## config.mk

```make
export PLATFORM = sky130hd
export DESIGN_NAME = temperature_window_average
export DESIGN_NICKNAME = d
export VERILOG_FILES = /design/src/twa_pkg.sv /design/src/twa_ram.sv /design/src/temperature_window_average.sv
export SDC_FILE = /design/constraint.sdc
export NUM_CORES = 1
export LEC_CHECK = 0
export ABC_AREA = 1
export ABC_CLOCK_PERIOD_IN_PS = 10550
export BUFFER_PORTS_ARGS = -buffer_cell sky130_fd_sc_hd__buf_2
export CAP_MARGIN = 10
export CORE_ASPECT_RATIO = 0.9
export CORE_MARGIN = 3
export CORE_UTILIZATION = 50
export DETAILED_ROUTE_END_ITERATION = 10
export PLACE_DENSITY = 0.79
export SKIP_CTS_REPAIR_TIMING = 1
export SYNTH_ARGS = -nofsm -noshare
export SYNTH_HDL_FRONTEND = slang
export SYNTH_SLANG_ARGS = --single-unit
```

## constraint.sdc

```tcl
create_clock -name clk_i -period 10.55 [get_ports clk_i]
set_input_delay 2.11 -clock clk_i [delete_from_list [all_inputs] [get_ports clk_i]]
set_output_delay 2.11 -clock clk_i [all_outputs]
set_load 0.01 [all_outputs]
```

## src/twa_pkg.sv

```systemverilog
// shared constants for the temperature window average block
// field widths, register indexes and register reset values; no dependencies
package twa_pkg;

  localparam int TEMP_W    = 17;
  localparam int OFFSET_W  = 12;
  localparam int USED_W    = 3;
  localparam int CFG_IDX_W = 2;
  localparam int CFG_W     = 17;

  // quotient bits resolved per divider cycle
  localparam int RADIX_BITS = 4;

  typedef enum logic [CFG_IDX_W-1:0] {
    REG_CAL_OFFSET = 2'd0,
    REG_CLAMP_LOW  = 2'd1,
    REG_CLAMP_HIGH = 2'd2
  } cfg_reg_e;

  localparam logic signed [OFFSET_W-1:0] CAL_OFFSET_RST = 12'sd400;
  localparam logic signed [TEMP_W-1:0]   CLAMP_LOW_RST  = 17'sd3100;
  localparam logic signed [TEMP_W-1:0]   CLAMP_HIGH_RST = 17'sd3900;

endpackage

```

## src/twa_ram.sv

```systemverilog
// generic single-write, single-read ram with registered read data
// no package dependencies
module twa_ram #(
  parameter int WIDTH = 17,
  parameter int DEPTH = 5
) (
  input  logic                                          clk_i,
  input  logic                                          we_i,
  input  logic [((DEPTH > 1) ? $clog2(DEPTH) : 1)-1:0] waddr_i,
  input  logic [WIDTH-1:0]                              wdata_i,
  input  logic                                          re_i,
  input  logic [((DEPTH > 1) ? $clog2(DEPTH) : 1)-1:0] raddr_i,
  output logic [WIDTH-1:0]                              rdata_o
);

  logic [WIDTH-1:0] mem_q [DEPTH];
  logic [WIDTH-1:0] rdata_q;

  always_ff @(posedge clk_i) begin
    if (we_i) begin
      mem_q[waddr_i] <= wdata_i;
    end
    if (re_i) begin
      rdata_q <= mem_q[raddr_i];
    end
  end

  assign rdata_o = rdata_q;

endmodule

```

## src/temperature_window_average.sv

```systemverilog
// top level of the temperature window average filter
// uses twa_pkg for widths and register codes, twa_ram for the sample window
//
// Moving average over the last WINDOW temperature samples (signed hundredths of
// a degree). Each sample is written into a circular window held in a small
// ram; a running sum is kept in a register, so only the entry being replaced is
// read. Until the window has filled once, only the samples written so far are
// averaged. The sum is divided by the sample count (truncated toward zero) in
// a serial divider that resolves RADIX_BITS quotient bits per cycle, then the
// calibration offset is added and the value is clamped up to clamp_low and then
// down to clamp_high, so crossed limits give clamp_high. One item is in work at
// a time: accept, the window read and write-back, the DIV_STEPS divider steps,
// then offset and clamp, held while the previous result still waits downstream.
// The result sits in an output register, so the next sample is taken while it
// waits. No clearing pass after reset: window entries are used only after being
// written. Configuration writes take effect at once and are meant for idle
// periods.
module temperature_window_average import twa_pkg::*; #(
  parameter int WINDOW = 5
) (
  input  logic                     clk_i,
  input  logic                     rst_ni,
  // configuration writes
  input  logic                     cfg_we_i,
  input  logic [CFG_IDX_W-1:0]     cfg_idx_i,
  input  logic [CFG_W-1:0]         cfg_wdata_i,
  // sample input
  input  logic                     in_valid_i,
  output logic                     in_stall_o,
  input  logic signed [TEMP_W-1:0] raw_temperature_i,
  // result output
  output logic                     out_valid_o,
  input  logic                     out_stall_i,
  output logic signed [TEMP_W-1:0] filtered_temperature_o,
  output logic [USED_W-1:0]        samples_used_o
);

  localparam int PTR_W     = (WINDOW > 1) ? $clog2(WINDOW) : 1;
  localparam int CNT_W     = $clog2(WINDOW + 1);
  // running sum never wraps, even for out-of-range samples
  localparam int SUM_W     = TEMP_W + $clog2(WINDOW) + 1;
  localparam int EXT_W     = SUM_W + 1;
  localparam int DIV_STEPS = (SUM_W + RADIX_BITS - 1) / RADIX_BITS;
  localparam int DIV_W     = DIV_STEPS * RADIX_BITS;
  localparam int STEP_W    = (DIV_STEPS > 1) ? $clog2(DIV_STEPS) : 1;

  // engine states
  localparam logic [1:0] S_IDLE = 2'd0;
  localparam logic [1:0] S_READ = 2'd1;
  localparam logic [1:0] S_DIV  = 2'd2;
  localparam logic [1:0] S_DONE = 2'd3;

  // configuration registers
  logic signed [OFFSET_W-1:0] cal_offset_q;
  logic signed [TEMP_W-1:0]   clamp_low_q;
  logic signed [TEMP_W-1:0]   clamp_high_q;

  // control state
  logic [1:0]       state_q, state_d;
  logic [PTR_W-1:0] pos_q, pos_d;
  logic             full_q, full_d;
  logic [STEP_W-1:0] step_q, step_d;

  // datapath registers
  logic signed [SUM_W-1:0]  sum_q, sum_d;
  logic signed [TEMP_W-1:0] sample_q;
  logic [CNT_W-1:0]         cnt_q, cnt_d;
  logic                     neg_q, neg_d;
  logic [DIV_W-1:0]         dq_q, dq_d;
  logic [CNT_W-1:0]         rem_q, rem_d;

  // output register
  logic                     out_valid_q, out_valid_d;
  logic signed [TEMP_W-1:0] filt_q, filt_d;
  logic [USED_W-1:0]        used_q, used_d;

  // window ram
  logic                     ram_we;
  logic                     ram_re;
  logic signed [TEMP_W-1:0] ram_rdata;

  logic in_xfer;
  logic out_xfer;
  logic out_free;

  // update step signals
  logic                    last_pos;
  logic [PTR_W-1:0]        pos_next;
  logic                    full_next;
  logic signed [SUM_W-1:0] old_ext;
  logic signed [SUM_W-1:0] sum_new;
  logic [SUM_W-1:0]        sum_mag;

  // divider step signals
  logic [DIV_W-1:0] div_dq;
  logic [CNT_W-1:0] div_rem;

  // finishing signals
  logic signed [EXT_W-1:0] quo;
  logic signed [EXT_W-1:0] avg;
  logic signed [EXT_W-1:0] biased;
  logic signed [EXT_W-1:0] lo_ext;
  logic signed [EXT_W-1:0] hi_ext;
  logic signed [EXT_W-1:0] clamped;

  assign in_stall_o = (state_q != S_IDLE);
  assign in_xfer    = in_valid_i && !in_stall_o;
  assign out_xfer   = out_valid_q && !out_stall_i;
  assign out_free   = !out_valid_q || !out_stall_i;

  // read the entry about to be replaced at accept, write the new sample over it in the next cycle
  assign ram_re = in_xfer;
  assign ram_we = (state_q == S_READ);

  twa_ram #(
    .WIDTH (TEMP_W),
    .DEPTH (WINDOW)
  ) u_window (
    .clk_i   (clk_i),
    .we_i    (ram_we),
    .waddr_i (pos_q),
    .wdata_i (sample_q),
    .re_i    (ram_re),
    .raddr_i (pos_q),
    .rdata_o (ram_rdata)
  );

  // running sum update and count
  assign last_pos  = (pos_q == PTR_W'(WINDOW - 1));
  assign pos_next  = last_pos ? '0 : PTR_W'(pos_q + 1'b1);
  assign full_next = full_q || last_pos;
  assign old_ext   = full_q ? SUM_W'(ram_rdata) : '0;
  assign sum_new   = sum_q - old_ext + SUM_W'(sample_q);
  assign sum_mag   = sum_new[SUM_W-1] ? SUM_W'(-sum_new) : SUM_W'(sum_new);

  // restoring divide, RADIX_BITS quotient bits per cycle
  always_comb begin
    logic [CNT_W:0]   trial;
    logic [DIV_W-1:0] d;
    logic [CNT_W-1:0] r;
    d = dq_q;
    r = rem_q;
    for (int k = 0; k < RADIX_BITS; k++) begin
      trial = {r, d[DIV_W-1]};
      d     = {d[DIV_W-2:0], 1'b0};
      if (trial >= {1'b0, cnt_q}) begin
        trial = trial - {1'b0, cnt_q};
        d[0]  = 1'b1;
      end
      r = trial[CNT_W-1:0];
    end
    div_dq  = d;
    div_rem = r;
  end

  // sign, offset and clamp; low limit first, high limit wins
  assign quo     = signed'({1'b0, dq_q[EXT_W-2:0]});
  assign avg     = neg_q ? -quo : quo;
  assign biased  = avg + EXT_W'(cal_offset_q);
  assign lo_ext  = EXT_W'(clamp_low_q);
  assign hi_ext  = EXT_W'(clamp_high_q);

  always_comb begin
    clamped = biased;
    if (clamped < lo_ext) begin
      clamped = lo_ext;
    end
    if (clamped > hi_ext) begin
      clamped = hi_ext;
    end
  end

  // engine
  always_comb begin
    state_d     = state_q;
    pos_d       = pos_q;
    full_d      = full_q;
    step_d      = step_q;
    sum_d       = sum_q;
    cnt_d       = cnt_q;
    neg_d       = neg_q;
    dq_d        = dq_q;
    rem_d       = rem_q;
    out_valid_d = out_valid_q && !out_xfer;
    filt_d      = filt_q;
    used_d      = used_q;
    unique case (state_q)
      S_IDLE: begin
        if (in_xfer) begin
          state_d = S_READ;
        end
      end
      S_READ: begin
        sum_d   = sum_new;
        pos_d   = pos_next;
        full_d  = full_next;
        cnt_d   = full_next ? CNT_W'(WINDOW) : CNT_W'(pos_next);
        neg_d   = sum_new[SUM_W-1];
        dq_d    = DIV_W'(sum_mag);
        rem_d   = '0;
        step_d  = '0;
        state_d = S_DIV;
      end
      S_DIV: begin
        dq_d  = div_dq;
        rem_d = div_rem;
        if (step_q == STEP_W'(DIV_STEPS - 1)) begin
          state_d = S_DONE;
        end else begin
          step_d = step_q + 1'b1;
        end
      end
      S_DONE: begin
        // wait here while the previous result is still held downstream
        if (out_free) begin
          out_valid_d = 1'b1;
          filt_d      = clamped[TEMP_W-1:0];
          used_d      = USED_W'(cnt_q);
          state_d     = S_IDLE;
        end
      end
      default: begin
        state_d = S_IDLE;
      end
    endcase
  end

  always_ff @(posedge clk_i or negedge rst_ni) begin
    if (!rst_ni) begin
      state_q      <= S_IDLE;
      pos_q        <= '0;
      full_q       <= 1'b0;
      step_q       <= '0;
      sum_q        <= '0;
      out_valid_q  <= 1'b0;
      cal_offset_q <= CAL_OFFSET_RST;
      clamp_low_q  <= CLAMP_LOW_RST;
      clamp_high_q <= CLAMP_HIGH_RST;
    end else begin
      state_q     <= state_d;
      pos_q       <= pos_d;
      full_q      <= full_d;
      step_q      <= step_d;
      sum_q       <= sum_d;
      out_valid_q <= out_valid_d;
      if (cfg_we_i) begin
        unique case (cfg_idx_i)
          REG_CAL_OFFSET: cal_offset_q <= signed'(cfg_wdata_i[OFFSET_W-1:0]);
          REG_CLAMP_LOW:  clamp_low_q  <= signed'(cfg_wdata_i[TEMP_W-1:0]);
          REG_CLAMP_HIGH: clamp_high_q <= signed'(cfg_wdata_i[TEMP_W-1:0]);
          default: ;
        endcase
      end
    end
  end

  // payload registers, no reset needed
  always_ff @(posedge clk_i) begin
    if (in_xfer) begin
      sample_q <= raw_temperature_i;
    end
    cnt_q  <= cnt_d;
    neg_q  <= neg_d;
    dq_q   <= dq_d;
    rem_q  <= rem_d;
    filt_q <= filt_d;
    used_q <= used_d;
  end

  assign out_valid_o            = out_valid_q;
  assign filtered_temperature_o = filt_q;
  assign samples_used_o         = used_q;

  // write pointer always names a real window entry
  a_pos_range: assert property (@(posedge clk_i) disable iff (!rst_ni)
    pos_q <= PTR_W'(WINDOW - 1))
    else $error("window write pointer out of range");

  // an accepted sample always goes to the window update next
  a_accept_read: assert property (@(posedge clk_i) disable iff (!rst_ni)
    in_xfer |=> state_q == S_READ)
    else $error("accepted sample did not start a window update");

  // with ordered limits every result lies inside them
  a_clamp: assert property (@(posedge clk_i) disable iff (!rst_ni)
    out_valid_q && (clamp_low_q <= clamp_high_q) |->
      (filt_q >= clamp_low_q) && (filt_q <= clamp_high_q))
    else $error("result outside clamp limits");

endmodule

```

==> results of run 1 <==
==> cell usage after synthesis (6+ instances only) <==
cell	number
a21oi_1	69
and2_1	7
buf_2	6
clkbuf_1	27
dfrtp_1	61
dfstp_2	16
edfxtp_1	170
fa_1	25
ha_1	111
inv_1	316
nand2_1	453
nand2_2	11
nand3_1	85
nand3_2	8
nand4_1	17
nor2_1	123
nor3_1	17
nor4_1	6
o21a_1	15
o21ai_0	163
o21ai_1	13
o221ai_1	18
or2_2	6
xnor2_1	17
xor2_1	33
==> metrics by stage <==
stage	hold WS, ps	setup WS, ps	std cells	util [%]	instance area, µm²
6_report	487.9	2975	2328	56.56	17160
5_1_grt	500.7	2132	2328	56.56	17160
4_1_cts	488.9	3029	2328	56.56	17160
3_5_place_dp	473.7	3124	2280	53.83	16330
3_3_place_gp	467.4	3495	2280	53.83	16330
2_1_floorplan	426.4	4653	1843	-	15580
==> state kept, by name, indices dropped and copies added, names as in the netlist, 3 cells and up <==
name	cells
u_window.mem_q	85
dq_q	24
sum_q	21
clamp_high_q	17
clamp_low_q	17
filtered_temperature_o	17
sample_q	17
u_window.rdata_o	17
cal_offset_q	12
cnt_q	3
pos_q	3
rem_q	3
samples_used_o	3
step_q	3
==> kinds of logic after synthesis <==
group | Yosys count
AO/OA/AOI/OAI | 297
adder cells (fa/ha/maj) | 136
XOR/XNOR | 50
buffers and inverters | 365
AND/OR/NAND/NOR | 748
flip-flops | 247
==> worst max-delay path, delay by kind of cell (launching register included) <==
| kind | cells | cell delay, ps |
|---|---|---|
| buf+inv | 5 | 1010 |
| flops | 1 | 410 |
| compound gates | 4 | 440 |
| fa+ha+maj | 4 | 1110 |
| simple gates | 26 | 3900 |
| xor+xnor | 3 | 400 |
==> routing by layer <==
| layer | up-vias | GRT usage (%) | part of all wire, % |
|---|---|---|---|
| met1 | 5780 | 28.27 | 44 |
| met4 | 0 | 6.404 | 2.9 |
| met3 | 67 | 2.649 | 5.8 |
| li1 | 6136 | - | - |
| met2 | 337 | 36.31 | 47 |
| met5 | - | 0 | 0 |
==> layout make-up <==
class	count	area, µm²	area share, %
Clock inverter	17	158.9	0.9263
Sequential cell	247	7052	41.11
Inverter	324	1216	7.089
Multi-Input combinational cell	1231	7144	41.65
Timing Repair Buffer	75	410.4	2.392
Clock buffer	31	669.4	3.902
Tap cell	403	504.2	2.939
==> path summary, 6_finish.rpt <==
kind                                              from                                   to  slack [ps]  cells after the start
setup / recovery                     dq_q[0]$_DFFE_PP_  filtered_temperature_o[0]$_DFFE_PP_        2970                     42
hold / removal             clamp_high_q[2]$_DFFE_PN1P_          clamp_high_q[2]$_DFFE_PN1P_         490                      2
setup reg to reg                     dq_q[0]$_DFFE_PP_  filtered_temperature_o[0]$_DFFE_PP_        2970                     42
hold reg to reg            clamp_high_q[2]$_DFFE_PN1P_          clamp_high_q[2]$_DFFE_PN1P_         490                      2
max in group asynchronous                       rst_ni                sum_q[19]$_DFFE_PN0P_        8050                      2
min in group asynchronous                       rst_ni          clamp_high_q[0]$_DFFE_PN0P_        1510                      1
==> impl_metrics.tcl, run 1 <==
set metrics [dict create \
    critical-path-max-stage-delay_ps 620 \
    antenna_found_initial 0 \
    ys_ff_latch 247 \
    fin_crit_sh_pct 71.80 \
    final.setup.tns_ps 0 \
    clockBufferDepth 3 \
    antenna_cells 0 \
    synthAdderAreaFrac_pct 12.12 \
    syn_area_per_cell_um2 8.456 \
    endpoint_kind "flop" \
    synth_mux_area_share_pct 0 \
    wirelength_mm 35.29 \
    dp_hpwl_mm 26.62 \
    synthesis.nets 2020 \
    clk_pin_slew_ps 60 \
    nNetsFinal 2082 \
    fin_crit_ps 7575 \
    cts_sinks 247 \
    layout_commonest_cell "nand2_1" \
    synth_xor_area_share_pct 2.810 \
    synth_top_flop_cell "edfxtp_1" \
    synthCells 1843 \
    synth_simple_gate_area_share_pct 20.31 \
    io_buffers 62 \
    yosysTopAreaCell "edfxtp_1" \
    dieArea_mm2 0.03333 \
    hold_class "reg2reg" \
    die_h_um 173.5 \
    seq_area_frac_synth_pct 45.25 \
    crit_type "reg2reg" \
    die_w_um 192.1 \
    tightest_slew_ps 1175 \
    grt_max_degree 50 \
    async_flop_share_pct 31.17 \
    vias_per_cell 5.292 \
    cts_made_buffers 26 \
    max_slew_margin_pct 21.41 \
    grt_pass1_vias 12050 \
    gr-total-overflow 0 \
    yosys-top-cells-area "edfxtp_1 33%, nand2_1 11%, dfrtp_1 9.8%" \
    htreeDepth 1 \
    netlist-cell-type-count 48 \
    yosys.area.top_type_share_pct 32.76 \
    drive_above_1_share_pct 8.883 \
    track_usage_pct 21.23 \
    drc 0 \
    yosysWarnings 0 \
    cp.arrival_ps 7820 \
    status "finished clean" \
    syn_to_final_growth_pct 10.08 \
    clock_skew_ps 38.50 \
    ant_nets 0 \
    synth_top_family_by_area "simple AND/OR/NAND/NOR gates" \
    slew_violations 0 \
    setup_viol 0 \
    tritoncts "yes" \
    grt_pass1_wl_mm 58.28 \
    io_pins 63 \
    final_cell_mix "453 x nand2_1, 316 x inv_1, 170 x edfxtp_1" \
    synth_compound_area_share_pct 10.50 \
    maxCapViolations 0 \
    core.rowCount 60 \
    path_common_cell "nand2_1" \
    hold_violations 0 \
    start_util_pct 51.39 \
    cts_root_buf "clkbuf_16" \
    cp_max_fo 38 \
    cp_slowest_cell "nand2_1" \
    globalplace.congestion 0.9337 \
    num_vias 12320 \
    core_area_mm2 0.03033 \
    clkLatencyLatePin_ps 550 \
    worstPathRequired_ps 10800 \
    critPathLaunchType "flop" \
    dr.pass1.iters 5 \
    drt_iter0_markers 807 \
    rsz0062_at_grt "false" \
    synth-edff-count 170 \
    fmax_mhz 132.0 \
    fillerInstances 2702 \
    synth_area_mm2 0.01558 \
    wire_per_inst_um 15.16 \
]
Power of run 1 is left out: the tool's default activity adds up to more than one toggle a clock period on the data nets, which glitch-free logic cannot reach.
==> run 2, diff against run 1 <==
ABC_CLOCK_PERIOD_IN_PS = 6500   (was 10550)
PLACE_DENSITY = 0.81   (was 0.79)
clock period = 6.5 ns   (was 10.55 ns; I/O delays follow)
==> run 2 against run 1 <==
Effect of this change:
- the run now ends with negative setup slack left
- worst setup slack got worse by 3000 ps
- utilization grew 2.5 points
- wire length grew 5.5%
- clock skew down 9.3 ps
- register-to-register slack worse by 3000 ps
- maximum frequency grew 16%
- global-route usage grew 0.081 points
- sequential cell count unchanged
- cell area rose by 4.3%
- hold slack hardly changed
- sequential share of layout area is 1.7 points lower
- largest cell class unchanged
- highest routed layer unchanged
==> impl_metrics.tcl, run 2 (same netlist as run 1, synthesis figures left out) <==
set metrics [dict create \
    status "finished with violations" \
    violations "negative setup slack" \
    clock_skew_ps 29.22 \
    cp_max_fo 8 \
    syn_to_final_growth_pct 14.86 \
    globalplace.congestion 0.9511 \
    cts_root_buf "clkbuf_16" \
    setup_viol 1 \
    dieArea_mm2 0.03333 \
    dr.pass1.iters 5 \
    drt_iter0_markers 866 \
    regMostFlops "u_window.mem_q" \
    final.setup.tns_ps -10.80 \
    critical-path-max-stage-delay_ps 400 \
    ant_nets 0 \
    fin_crit_ps 6511 \
    vias_per_cell 5.361 \
    tightest_slew_ps 1155 \
    fmax_mhz 153.6 \
    largest_reg_flops 85 \
    final_cell_mix "425 x nand2_1, 310 x inv_1, 170 x edfxtp_1" \
    tritoncts "yes" \
    grt_pass1_vias 12210 \
    top_regs "u_window.mem_q: 85 flops, dq_q: 24 flops, sum_q: 21 flops" \
    clk_pin_slew_ps 60 \
    cts_sinks 247 \
    start_util_pct 51.39 \
    die_h_um 173.5 \
    track_usage_pct 21.31 \
    drive_above_1_share_pct 14.77 \
    fin_crit_sh_pct 100.2 \
    core_area_mm2 0.03033 \
    io_pins 63 \
    clockBufferDepth 3 \
    layout_commonest_cell "nand2_1" \
    antenna_cells 0 \
    cp.arrival_ps 6800 \
    wire_per_inst_um 15.78 \
    slew_violations 0 \
    wirelength_mm 37.25 \
    io_buffers 62 \
    maxCapViolations 0 \
    nNetsFinal 2114 \
    num_vias 12650 \
    layout_setup_ws_ps -10.80 \
    cts_made_buffers 26 \
    dp.cells 2294 \
    cp_slowest_cell "edfxtp_1" \
    max_slew_margin_pct 22.76 \
    crit_type "reg2reg" \
    hold_violations 0 \
    dp_hpwl_mm 26.75 \
    holdWs_ps 487.7 \
    gr-total-overflow 0 \
    core.rowCount 60 \
    antenna_found_initial 0 \
    rsz0062_at_grt "true" \
    worstPathRequired_ps 6790 \
    htreeDepth 1 \
    clkLatencyLatePin_ps 560 \
    endpoint_kind "flop" \
    grt_max_degree 41 \
    die_w_um 192.1 \
    fin_cells 2360 \
    grt_pass1_wl_mm 58.39 \
    drc 0 \
    critPathLaunchType "flop" \
    hold_class "reg2reg" \
]
## run 2: worst max-delay path, delay by kind of cell (launching register included)
| kind | cells | cell delay (ps) |
|---|---|---|
| buffers and inverters | 4 | 450 |
| AO/OA/AOI/OAI | 3 | 260 |
| adder cells (fa/ha/maj) | 4 | 990 |
| flip-flops | 1 | 400 |
| AND/OR/NAND/NOR | 26 | 3510 |
| XOR/XNOR | 3 | 600 |
## run 2: through the flow
stage | area [µm²] | setup slack (ps) | utilization (%)
global route | 17900 | -438.4 | 59.02
finish | 17900 | -10.80 | 59.02
CTS | 17220 | -170.2 | 56.79
global placement | 16440 | 148.4 | 54.22
floorplan | 15580 | 603.1 | -
detailed placement | 16440 | -129.4 | 54.22
## run 2: routing by layer
metal	vias to the layer above	track usage [%]	part of all wire, %
met5	-	0	0
met4	0	7.800	3.8
met3	96	3.457	6.4
met2	428	35.45	49
met1	5919	28.16	41
li1	6209	-	-
## run 2: final timing paths
path	end	cells after the start	slack (ps)	startpoint
hold reg to reg	sum_q[19]$_DFFE_PN0P_	2	490	sum_q[19]$_DFFE_PN0P_
min in group asynchronous	clamp_high_q[1]$_DFFE_PN0P_	1	740	rst_ni
max in group asynchronous	sum_q[8]$_DFFE_PN0P_	2	4810	rst_ni
setup / recovery	filtered_temperature_o[7]$_DFFE_PP_	40	-10	dq_q[0]$_DFFE_PP_
hold / removal	sum_q[19]$_DFFE_PN0P_	2	490	sum_q[19]$_DFFE_PN0P_
setup reg to reg	filtered_temperature_o[7]$_DFFE_PP_	40	-10	dq_q[0]$_DFFE_PP_
## run 2: final cells by class
class	instances	area, µm²
Fill cell	2543	12430
Multi-Input combinational cell	1231	7629
Clock buffer	31	669.4
Inverter	324	1219
Timing Repair Buffer	107	719.4
Tap cell	403	504.2
Sequential cell	247	7052
Clock inverter	17	108.9
Power of run 2 is left out for the same reason.
==> run 3, diff against run 2 <==
PLACE_DENSITY = 0.66   (was 0.81)
==> run 3 against run 2 <==
Effect of this change:
- the run now ends clean
- worst setup slack improved by 200 ps
- sequential share of layout area rose by 0.077 points
- hold slack worse by 1.4 ps
- maximum frequency up 3.1%
- cell area is 0.20% lower
- clock skew shrank 18 ps
- first-iteration DRC count is 7.2% lower
- critical path depth shrank 3
- utilization down 0.12 points
- global-route usage rose by 0.37 points
- sequential cell count stayed put
- largest cell class unchanged
==> impl_metrics.tcl, run 3 (same netlist as run 1, synthesis figures left out) <==
set metrics [dict create \
    status "finished clean" \
    fin_crit_sh_pct 97.14 \
    nNetsFinal 2122 \
    tightest_slew_ps 1156 \
    vias_per_cell 5.178 \
    die_w_um 192.1 \
    seq_area_mm2 0.007052 \
    grt_pass1_wl_mm 58.85 \
    critPathLaunchType "flop" \
    final.setup.tns_ps 0 \
    start_util_pct 51.39 \
    track_usage_pct 21.68 \
    fin_crit_ps 6314 \
    top_regs "u_window.mem_q: 85 flops, dq_q: 24 flops, sum_q: 21 flops" \
    largest_reg_flops 85 \
    clkLatencyLatePin_ps 560 \
    fin_cells 2369 \
    cp_max_fo 12 \
    core.rowCount 60 \
    cp.arrival_ps 6610 \
    gr-total-overflow 0 \
    critical-path-max-stage-delay_ps 410 \
    crit_type "reg2reg" \
    ant_nets 0 \
    fmax_mhz 158.4 \
    reg2regPathDepth 37 \
    drc 0 \
    holdPathStages 2 \
    worstPathRequired_ps 6790 \
    drt_iter0_markers 804 \
    syn_to_final_growth_pct 14.64 \
    dp_hpwl_mm 26.91 \
    dp.cells 2291 \
    grt_max_degree 47 \
    num_vias 12270 \
    multiInputGateArea_mm2 0.007471 \
    fillerInstances 2676 \
    cts_sinks 247 \
    cp_slowest_cell "edfxtp_1" \
    die_h_um 173.5 \
    cts_made_buffers 27 \
    io_pins 63 \
    rsz0062_at_grt "true" \
    tritoncts "yes" \
    dr.pass1.iters 5 \
    core_area_mm2 0.03033 \
    io_buffers 62 \
    clockBufferDepth 3 \
    slew_violations 0 \
    hold_violations 0 \
    drive_above_1_share_pct 13.94 \
    antenna_cells 0 \
    regMostFlops "u_window.mem_q" \
    dieArea_mm2 0.03333 \
    hold_class "reg2reg" \
    max_slew_margin_pct 22.96 \
    globalplace.congestion 0.8903 \
    endpoint_kind "flop" \
    setup_viol 0 \
    antenna_found_initial 0 \
    layout_commonest_cell "nand2_1" \
    clk_pin_slew_ps 60 \
    htreeDepth 1 \
    clock_skew_ps 11.25 \
    maxCapViolations 0 \
    grt_pass1_vias 11740 \
    wirelength_mm 36.99 \
    final_cell_mix "432 x nand2_1, 314 x inv_1, 170 x edfxtp_1" \
    cts_root_buf "clkbuf_16" \
    wire_per_inst_um 15.61 \
]
-- run 3: cell types whose count changed in the layout (fill, tap and decap cells not counted), sizes merged --
cell      delta
clkbuf       +5
buf          +5
nand2        +1
clkinvlp     -1
clkinv       -4
inv          +2
bufinv       +1
-- run 3: final cells by class --
class,instances,area share [%]
clock buffers,35,4.125
multi-input cells,1232,41.82
repair buffers,113,4.251
well taps,403,2.822
clock inverters,15,0.6863
inverters,324,6.828
flip-flops and latches,247,39.47
-- run 3: critical path, delay by kind of cell (launching register included) --
family | cells | cell delay [ps]
adder cells (fa/ha/maj) | 4 | 1010
buffers and inverters | 7 | 840
AO/OA/AOI/OAI | 5 | 790
flip-flops | 1 | 410
XOR/XNOR | 2 | 260
AND/OR/NAND/NOR | 19 | 2730
-- run 3: stage by stage --
step,util (%),cell area (µm²),worst slack (ps),hold WS (ps)
2_1_floorplan,-,15580,603.1,426.4
3_3_place_gp,54.15,16420,127.6,469.0
3_5_place_dp,54.15,16420,-87.52,475.0
4_1_cts,56.98,17280,-117.2,489.9
5_1_grt,58.91,17870,-233.8,513.1
6_report,58.91,17870,186.1,486.3
-- run 3: path summary, 6_finish.rpt --
path | startpoint | to | slack (ps)
setup / recovery | dq_q[0]$_DFFE_PP_ | filtered_temperature_o[10]$_DFFE_PP_ | 190
hold / removal | clamp_low_q[8]$_DFFE_PN0P_ | clamp_low_q[8]$_DFFE_PN0P_ | 490
setup reg to reg | dq_q[0]$_DFFE_PP_ | filtered_temperature_o[10]$_DFFE_PP_ | 190
hold reg to reg | clamp_low_q[8]$_DFFE_PN0P_ | clamp_low_q[8]$_DFFE_PN0P_ | 490
max in group asynchronous | rst_ni | state_q[1]$_DFFE_PN0P_ | 4800
min in group asynchronous | rst_ni | clamp_low_q[9]$_DFFE_PN0P_ | 700
-- run 3: metal layers --
metal  wire, µm  GRT usage, %
met3       1521         2.588
met1      16690         29.36
met2      17950         37.31
met5          0             0
met4        830         5.068
Power of run 3 is left out for the same reason.
